**config.mk**
```make
export PLATFORM = sky130hd
export DESIGN_NAME = fat_date_time_convert
export DESIGN_NICKNAME = d
export VERILOG_FILES = /design/src/fdt_pkg.sv /design/src/fat_date_time_convert.sv /design/src/fdt_d2u.sv /design/src/fdt_u2d.sv
export SDC_FILE = /design/constraint.sdc
export NUM_CORES = 2
export LEC_CHECK = 0
export BUFFER_PORTS_ARGS = -buffer_cell sky130_fd_sc_hd__buf_2
export CAP_MARGIN = 25
export CELL_PAD_IN_SITES_DETAIL_PLACEMENT = 0
export CELL_PAD_IN_SITES_GLOBAL_PLACEMENT = 1
export CORE_UTILIZATION = 48
export DETAILED_ROUTE_END_ITERATION = 6
export MAX_ROUTING_LAYER = met4
export PLACE_DENSITY_LB_ADDON = 0.15
export SYNTH_ARGS = -nofsm -noshare
export SYNTH_HDL_FRONTEND = slang
export SYNTH_SLANG_ARGS = --single-unit
```
**constraint.sdc**
```tcl
create_clock -name clk -period 18.3 [get_ports clk]
set_input_delay 2.745 -clock clk [delete_from_list [all_inputs] [get_ports clk]]
set_output_delay 2.745 -clock clk [all_outputs]
set_load 0.02 [all_outputs]
```
**src/fdt_pkg.sv**
```systemverilog
`timescale 1ns / 1ps
// fdt_pkg: constants and the month table shared by the date/time converter
// no dependencies; imported by every module of the block

package fdt_pkg;

  // register stages inside each conversion path, output register not counted
  localparam int unsigned STAGES = 6;

  localparam logic [16:0] SECS_PER_DAY      = 17'd86400;
  localparam logic [11:0] SECS_PER_HOUR     = 12'd3600;
  localparam logic [5:0]  SECS_PER_MIN      = 6'd60;
  localparam logic [8:0]  DAYS_PER_YEAR     = 9'd365;
  localparam logic [31:0] SECS_1980         = 32'd315532800;
  localparam logic [15:0] DAYS_1970_TO_1980 = 16'd3652;
  localparam logic [3:0]  MONTH_FEB         = 4'd2;
  localparam logic [3:0]  MONTH_DEC         = 4'd12;
  localparam logic [8:0]  DOY_FEB29         = 9'd59;

  // reciprocals for exact division by a constant, value = floor(x * R >> shift)
  // x / 675 for x < 2^25, shift 35 (u / 86400 after dropping 7 low bits)
  localparam logic [25:0] DAY_RECIP  = 26'd50903317;
  // x / 225 for x < 5400, shift 22 (seconds of day / 3600 after >> 4)
  localparam logic [14:0] HOUR_RECIP = 15'd18642;
  // x / 15 for x < 900, shift 14 (seconds of hour / 60 after >> 2)
  localparam logic [10:0] MIN_RECIP  = 11'd1093;
  // x / 365 for x < 2^16, shift 24
  localparam logic [15:0] YEAR_RECIP = 16'd45965;

  // days before each month in a common year, unused codes give zero
  function automatic logic [8:0] cum_days(input logic [3:0] idx);
    logic [8:0] res;
    case (idx)
      4'd0:    res = 9'd0;
      4'd1:    res = 9'd31;
      4'd2:    res = 9'd59;
      4'd3:    res = 9'd90;
      4'd4:    res = 9'd120;
      4'd5:    res = 9'd151;
      4'd6:    res = 9'd181;
      4'd7:    res = 9'd212;
      4'd8:    res = 9'd243;
      4'd9:    res = 9'd273;
      4'd10:   res = 9'd304;
      4'd11:   res = 9'd334;
      default: res = 9'd0;
    endcase
    return res;
  endfunction

endpackage

```
**src/fat_date_time_convert.sv**
```systemverilog
`timescale 1ns / 1ps
// fat_date_time_convert: top level, fat time/date pair <-> unix seconds
// depends on fdt_pkg, fdt_d2u and fdt_u2d
//
//   channel | handshake           | payload
//   --------+---------------------+------------------------------------------
//   input   | in_valid / in_stall | action, dos_time, dos_date, unix_seconds
//   output  | out_valid/out_stall | seconds_out, time_out, date_out
//
// one item per cycle while the output is not stalled; the pipeline depth is
// set by the chain of reciprocal multiplies in the unix-to-dos path.
// both directions are computed for every beat and the action bit picks one.
// reset clears the valid bit of every stage and of the output register.
// a stalled output freezes the whole pipeline, so nothing is lost or repeated.

module fat_date_time_convert (
  input  logic        clk,
  input  logic        rst,
  input  logic        in_valid,
  output logic        in_stall,
  input  logic        action,
  input  logic [15:0] dos_time,
  input  logic [15:0] dos_date,
  input  logic [31:0] unix_seconds,
  output logic        out_valid,
  input  logic        out_stall,
  output logic [32:0] seconds_out,
  output logic [15:0] time_out,
  output logic [15:0] date_out
);
  import fdt_pkg::*;

  logic              adv;
  logic [STAGES-1:0] vld;
  logic [STAGES-1:0] act;
  logic [32:0]       d2u_secs;
  logic [15:0]       u2d_time;
  logic [15:0]       u2d_date;

  // advance everything unless the output beat is held
  assign in_stall = out_valid & out_stall;
  assign adv      = ~in_stall;

  fdt_d2u u_d2u (
    .clk      (clk),
    .en       (adv),
    .dos_time (dos_time),
    .dos_date (dos_date),
    .seconds  (d2u_secs)
  );

  fdt_u2d u_u2d (
    .clk          (clk),
    .en           (adv),
    .unix_seconds (unix_seconds),
    .time_out     (u2d_time),
    .date_out     (u2d_date)
  );

  // valid bits travelling with the data
  always_ff @(posedge clk) begin
    if (rst) begin
      vld       <= '0;
      out_valid <= 1'b0;
    end else if (adv) begin
      vld       <= {vld[STAGES-2:0], in_valid};
      out_valid <= vld[STAGES-1];
    end
  end

  // direction bit and output register
  always_ff @(posedge clk) begin
    if (adv) begin
      act <= {act[STAGES-2:0], action};
      if (act[STAGES-1]) begin
        seconds_out <= '0;
        time_out    <= u2d_time;
        date_out    <= u2d_date;
      end else begin
        seconds_out <= d2u_secs;
        time_out    <= '0;
        date_out    <= '0;
      end
    end
  end

endmodule

```
**src/fdt_d2u.sv**
```systemverilog
`timescale 1ns / 1ps
// fdt_d2u: packed dos time/date pair to unix seconds, fixed-latency datapath
// depends on fdt_pkg

module fdt_d2u (
  input  logic        clk,
  input  logic        en,
  input  logic [15:0] dos_time,
  input  logic [15:0] dos_date,
  output logic [32:0] seconds
);
  import fdt_pkg::*;

  logic [4:0]  sec2;
  logic [5:0]  minute;
  logic [4:0]  hour;
  logic [4:0]  day;
  logic [3:0]  mfield;
  logic [6:0]  year;
  logic [8:0]  offs;
  logic        adj;
  logic [15:0] yr_days;
  logic [15:0] days_next;
  logic [16:0] tsec_next;

  logic [15:0] days_s1;
  logic [16:0] tsec_s1;
  logic [32:0] dsec_s2;
  logic [16:0] tsec_s2;
  logic [32:0] secs_s3;
  logic [32:0] secs_s4;
  logic [32:0] secs_s5;
  logic [32:0] secs_s6;

  // field split, day count and seconds within the day
  always_comb begin
    sec2    = dos_time[4:0];
    minute  = dos_time[10:5];
    hour    = dos_time[15:11];
    day     = dos_date[4:0];
    mfield  = dos_date[8:5];
    year    = dos_date[15:9];
    // month zero wraps to an unused table code, which reads as zero
    offs    = cum_days(mfield - 4'd1);
    adj     = (year[1:0] == 2'b00) && (mfield <= MONTH_FEB);
    yr_days = 16'(year) * 16'(DAYS_PER_YEAR);
    days_next = 16'(day) + 16'(offs) + 16'(year[6:2]) + yr_days
              + DAYS_1970_TO_1980 - 16'(adj);
    tsec_next = 17'({sec2, 1'b0}) + 17'(minute) * 17'(SECS_PER_MIN)
              + 17'(hour) * 17'(SECS_PER_HOUR);
  end

  // stages: days, days in seconds, total, then delay to match the other path
  always_ff @(posedge clk) begin
    if (en) begin
      days_s1 <= days_next;
      tsec_s1 <= tsec_next;
      dsec_s2 <= 33'(days_s1) * 33'(SECS_PER_DAY);
      tsec_s2 <= tsec_s1;
      secs_s3 <= dsec_s2 + 33'(tsec_s2);
      secs_s4 <= secs_s3;
      secs_s5 <= secs_s4;
      secs_s6 <= secs_s5;
    end
  end

  assign seconds = secs_s6;

endmodule

```
**src/fdt_u2d.sv**
```systemverilog
`timescale 1ns / 1ps
// fdt_u2d: unix seconds to packed dos time/date pair, six register stages
// depends on fdt_pkg; time and date leave combinationally from the last stage

module fdt_u2d (
  input  logic        clk,
  input  logic        en,
  input  logic [31:0] unix_seconds,
  output logic [15:0] time_out,
  output logic [15:0] date_out
);
  import fdt_pkg::*;

  // stage 1: clamp and day reciprocal product
  logic [31:0] uc_next;
  logic [50:0] pd_next;
  logic [31:0] uc_s1;
  logic [50:0] pd_s1;

  always_comb begin
    uc_next = (unix_seconds < SECS_1980) ? SECS_1980 : unix_seconds;
    pd_next = 51'(uc_next[31:7]) * 51'(DAY_RECIP);
  end

  always_ff @(posedge clk) begin
    if (en) begin
      uc_s1 <= uc_next;
      pd_s1 <= pd_next;
    end
  end

  // stage 2: day number and seconds of the day
  logic [15:0] qd;
  logic [32:0] qsec;
  logic [32:0] sod_full;
  logic [16:0] sod_s2;
  logic [15:0] dayn_s2;

  always_comb begin
    qd       = pd_s1[50:35];
    qsec     = 33'(qd) * 33'(SECS_PER_DAY);
    sod_full = 33'(uc_s1) - qsec;
  end

  always_ff @(posedge clk) begin
    if (en) begin
      sod_s2  <= sod_full[16:0];
      dayn_s2 <= qd - DAYS_1970_TO_1980;
    end
  end

  // stage 3: hour and year reciprocal products
  logic [27:0] ph_s3;
  logic [31:0] py_s3;
  logic [16:0] sod_s3;
  logic [15:0] dayn_s3;

  always_ff @(posedge clk) begin
    if (en) begin
      ph_s3   <= 28'(sod_s2[16:4]) * 28'(HOUR_RECIP);
      py_s3   <= 32'(dayn_s2) * 32'(YEAR_RECIP);
      sod_s3  <= sod_s2;
      dayn_s3 <= dayn_s2;
    end
  end

  // stage 4: hour, seconds of the hour, year estimate and its start days
  logic [4:0]  hr;
  logic [16:0] hsec;
  logic [16:0] remh_full;
  logic [6:0]  y0;
  logic [6:0]  ym1;
  logic [7:0]  y0p3;
  logic [7:0]  ym1p3;
  logic [15:0] b0_next;
  logic [15:0] b1_next;

  logic [4:0]  hr_s4;
  logic [11:0] remh_s4;
  logic [6:0]  y0_s4;
  logic [15:0] b0_s4;
  logic [15:0] b1_s4;
  logic [15:0] dayn_s4;

  always_comb begin
    hr        = ph_s3[26:22];
    hsec      = 17'(hr) * 17'(SECS_PER_HOUR);
    remh_full = sod_s3 - hsec;
    y0        = py_s3[30:24];
    ym1       = y0 - 7'd1;
    y0p3      = 8'(y0) + 8'd3;
    ym1p3     = 8'(ym1) + 8'd3;
    // leap days before a year count (year + 3) / 4
    b0_next   = 16'(y0p3[7:2]) + 16'(y0) * 16'(DAYS_PER_YEAR);
    b1_next   = 16'(ym1p3[7:2]) + 16'(ym1) * 16'(DAYS_PER_YEAR);
  end

  always_ff @(posedge clk) begin
    if (en) begin
      hr_s4   <= hr;
      remh_s4 <= remh_full[11:0];
      y0_s4   <= y0;
      b0_s4   <= b0_next;
      b1_s4   <= b1_next;
      dayn_s4 <= dayn_s3;
    end
  end

  // stage 5: minute product, year correction and day of the year
  logic        past;
  logic [15:0] base;
  logic [15:0] doy_full;

  logic [4:0]  hr_s5;
  logic [11:0] remh_s5;
  logic [20:0] pm_s5;
  logic [6:0]  yr_s5;
  logic [8:0]  doy_s5;

  always_comb begin
    past     = b0_s4 > dayn_s4;
    base     = past ? b1_s4 : b0_s4;
    doy_full = dayn_s4 - base;
  end

  always_ff @(posedge clk) begin
    if (en) begin
      hr_s5   <= hr_s4;
      remh_s5 <= remh_s4;
      pm_s5   <= 21'(remh_s4[11:2]) * 21'(MIN_RECIP);
      yr_s5   <= past ? (y0_s4 - 7'd1) : y0_s4;
      doy_s5  <= (dayn_s4 >= base) ? doy_full[8:0] : '0;
    end
  end

  // stage 6: minute, second, leap fold and month search
  logic [5:0]  mn;
  logic [11:0] msec;
  logic [11:0] sec_full;
  logic        leap;
  logic [8:0]  nl_next;
  logic [3:0]  mon_next;

  logic [4:0]  hr_s6;
  logic [5:0]  mn_s6;
  logic [5:0]  sec_s6;
  logic [6:0]  yr_s6;
  logic [8:0]  nl_s6;
  logic [3:0]  mon_s6;

  always_comb begin
    mn       = pm_s5[19:14];
    msec     = 12'(mn) * 12'(SECS_PER_MIN);
    sec_full = remh_s5 - msec;
    leap     = (yr_s5[1:0] == 2'b00);
    nl_next  = (!leap || doy_s5 <= DOY_FEB29) ? doy_s5 : (doy_s5 - 9'd1);
    // month of the folded day: the one before the first month whose start lies beyond it
    mon_next = MONTH_DEC;
    for (int m = 11; m >= 1; m--) begin
      if (cum_days(4'(m)) > nl_next) begin
        mon_next = 4'(m);
      end
    end
    // feb 29 of a leap year
    if (leap && doy_s5 == DOY_FEB29) begin
      mon_next = MONTH_FEB;
    end
  end

  always_ff @(posedge clk) begin
    if (en) begin
      hr_s6  <= hr_s5;
      mn_s6  <= mn;
      sec_s6 <= sec_full[5:0];
      yr_s6  <= yr_s5;
      nl_s6  <= nl_next;
      mon_s6 <= mon_next;
    end
  end

  // packing
  logic [8:0] cm;

  always_comb begin
    cm       = cum_days(mon_s6 - 4'd1);
    time_out = {hr_s6, mn_s6, sec_s6[5:1]};
    date_out = 16'(nl_s6) - 16'(cm) + 16'd1 + 16'({mon_s6, 5'b0})
             + {yr_s6, 9'b0};
  end

endmodule
```
==> flow_summary.yaml <==
synthesis:
  synth.top_cell.area_share_pct: 31.7
  synth_compound_area_share_pct: 6.77
  synth_top_family_by_area: "adder cells"
  netlist_area_mm2: 0.0486
  synthTopCellsByArea: "edfxtp_1 (32%), ha_1 (25%), fa_1 (18%)"
  yosys.area.top_type: "edfxtp_1"
  yosys_most_used_dff: "edfxtp_1"
  syn-num-nets: 5696
  synth_seq_cells: 521
  async_flop_share_pct: 0
  synth-simple-area-share_pct: 5.56
  synthXorXnorAreaFrac_pct: 4.64
  yosysWarnings: 0
  synth-adder-area-share_pct: 42.9
  synthMuxAreaShare_pct: 0.394
  synth_edf_count: 514
  synth_cell_types: 82
  postSynthCellCount: 4223
  ys_seq_area_share_pct: 32.0
  avgSynthCellArea_um2: 11.5
route:
  drt-vias-per-instance: 4.90
  first_pass_iters: 5
  drt_iter0_drc: 1245
  route.detailed.drc: 0
  via_count: 28515
  routed_wl_um: 92600
  ant_nets: 0
  post_drt_wl_per_cell_um: 15.9
outcome:
  status: "completed"
min_path:
  min_to: "u_d2u.secs_s3[4]"
  min_from: "u_d2u.tsec_s2[4]"
  min_path_cells: 0
  hold_path_class: "reg2reg"
setup_path:
  worst_path_largest_cell_delay_ns: 0.63
  r2r-start: "u_u2d.py_s3[24]"
  cpMostUsedCell: "fa_1"
  path_class: "in2reg"
  rr_worst_depth: 23
  reg2reg_setup_slack_ns: 11.66
  setup.worst_path.start_class: "input port"
  arrival_ns: 11.68
  end_kind: "flip-flop"
  r2r_end: "u_u2d.b1_s4[15]"
  path_max_fanout: 9
  required_ns: 18.66
  cpMaxStageDelayCell: "a2111oi_2"
clock_tree:
  cts_buffers: 56
  postCtsSetupRepairBufs: 0
  numClockSinks: 521
  clockBufferDepth: 3
  cts_htree_levels: 2
  cts_root_buf: "clkbuf_16"
  cts_tree: "yes"
  clock_latency_ns: 0.64
  cts_resized: 0
  clk_pin_slew_ns: 0.06
  hold_buffers: 0
sta:
  fin_crit_sh_pct: 61.9
  skew_ns: 0.0333
  grt_setup_unrepaired: "no"
  timing.fmax_mhz: 88.3
  finalMaxSlewViolations: 0
  finalHoldViolations: 0
  setup-violations-final: 0
  fin_setup_tns_ns: 0
  slew-limit-headroom_pct: 25.7
  min_period_ns: 11.32
  tightest_slew_ns: 1.09
floorplan:
  die_area_mm2: 0.103
  die_w_um: 320
  coreArea_mm2: 0.100
  pin_count: 136
  start_util_pct: 48.5
  row_count: 116
  die_h_um: 320
global_routing:
  grt_max_degree: 87
  grt_pass1_wl_um: 155000
  antenna_found_initial: 5
  grt.overflow.total: 0
  grt_pass1_vias: 29981
  grt_usage_pct: 19.5
placed_design:
  gp_congestion: 0.882
  hpwl_um: 75800
  port_buffers: 133
final_layout:
  seq_area_mm2: 0.0156
  multi_input_area_mm2: 0.0293
  drive_gt1_share_pct: 6.42
  n_fill_cell: 8917
  fin_nets: 5882
  areaGrowthSynthToFinish_pct: 8.90
job:
  drv_cap: 0
## cells in the mapped netlist, types with 11 or more instances
| master | count |
|---|---|
| mux2i_1 | 18 |
| o21a_1 | 20 |
| nor2_1 | 98 |
| and2_1 | 32 |
| nor3_1 | 52 |
| a21o_1 | 77 |
| a21oi_1 | 156 |
| o21bai_1 | 37 |
| a31oi_1 | 11 |
| nor4_1 | 12 |
| nor2b_1 | 66 |
| nand3_1 | 34 |
| nand4_1 | 15 |
| nand2_1 | 117 |
| nand2b_1 | 23 |
| fa_1 | 438 |
| inv_1 | 974 |
| a211oi_1 | 13 |
| edfxtp_1 | 514 |
| clkbuf_1 | 19 |
| ha_1 | 966 |
| and3_1 | 22 |
| a21boi_0 | 12 |
| o21ai_0 | 78 |
| or2_2 | 21 |
| xor2_1 | 78 |
| xnor2_1 | 178 |
## worst max path at each step
stage | startpoint | endpoint | slack [ns] | depth (start not counted)
after detailed placement | unix_seconds[20] | u_u2d.pd_s1[45] | 6.25 | 29
after global routing | unix_seconds[31] | u_u2d.pd_s1[45] | 6.45 | 29
final | unix_seconds[31] | u_u2d.pd_s1[45] | 6.98 | 29
after global placement | unix_seconds[20] | u_u2d.pd_s1[45] | 6.33 | 29
after CTS | unix_seconds[20] | u_u2d.pd_s1[45] | 6.91 | 29
after floorplan | out_stall | in_stall | 4.18 | 2
## final cells by class
| class | count | share of cell area, % |
|---|---|---|
| antenna | 3 | 0.0142 |
| clock buffer | 61 | 2.68 |
| clock inverter | 45 | 0.867 |
| inverter | 976 | 6.92 |
| multi-input combinational | 2706 | 55.4 |
| sequential | 521 | 29.4 |
| tap | 1357 | 3.21 |
| timing repair buffer | 148 | 1.51 |
## critical path: cells and delay by family
kind / cells / cell delay (ns)
buffers and inverters: 6 / 0.85
xor gates and xnor gates: 1 / 0.08
and+or+nand+nor: 6 / 2.02
adders and majority gates: 8 / 3.72
AOI/OAI and AO/OA: 8 / 2.26
## through the flow
step	setup slack (ns)	cells	hold WS [ns]	util (%)	cell area, µm²
2_1_floorplan	4.18	4223	0.400	-	48600
4_1_cts	6.91	5813	0.389	52.8	52900
5_1_grt	6.45	5817	0.414	52.8	52900
3_5_place_dp	6.25	5707	0.405	50.9	51000
6_report	6.98	5817	0.400	52.8	52900
3_3_place_gp	6.33	5707	0.400	50.9	51000
## logic make-up after synthesis
kind of cell             count (synthesis)
flip-flops                             521
AO/OA/AOI/OAI                          500
other                                    1
buffers and inverters                  996
adder cells (fa/ha/maj)               1404
XOR/XNOR                               257
AND/OR/NAND/NOR                        525
multiplexers                            19
## per-layer routing
metal / up-vias / wire length, µm / track usage [%] / share of wire [%]
li1: 14471 / - / - / -
met3: 107 / 2820 / 2.23 / 3.0
met4: 0 / 1910 / 4.32 / 2.1
met1: 13648 / 42800 / 25.0 / 46
met2: 289 / 45100 / 33.1 / 49
met5: - / 0 / - / 0
## cells in the final DEF, fill, tap and decap left out, types with 37 or more instances in the layout
cell / count
a21o_1: 77
a21oi_1: 156
buf_2: 133
clkbuf_16: 56
edfxtp_1: 514
fa_1: 438
ha_1: 966
inv_1: 974
nand2_1: 116
nor2_1: 98
nor2b_1: 66
nor3_1: 52
o21ai_0: 78
o21bai_1: 37
xnor2_1: 178
xor2_1: 78
## sequential cells by signal (all words and copies together), names as in the netlist, 18 cells and up
register,count
seconds_out,32
u_d2u.secs_s3,32
u_d2u.seconds,32
u_d2u.secs_s4,32
u_d2u.dsec_s2,26
u_d2u.secs_s5,32
u_u2d.pd_s1,18
Power is left out: the tool's default activity adds up to more than one toggle a clock period on the data nets, which glitch-free logic cannot reach.
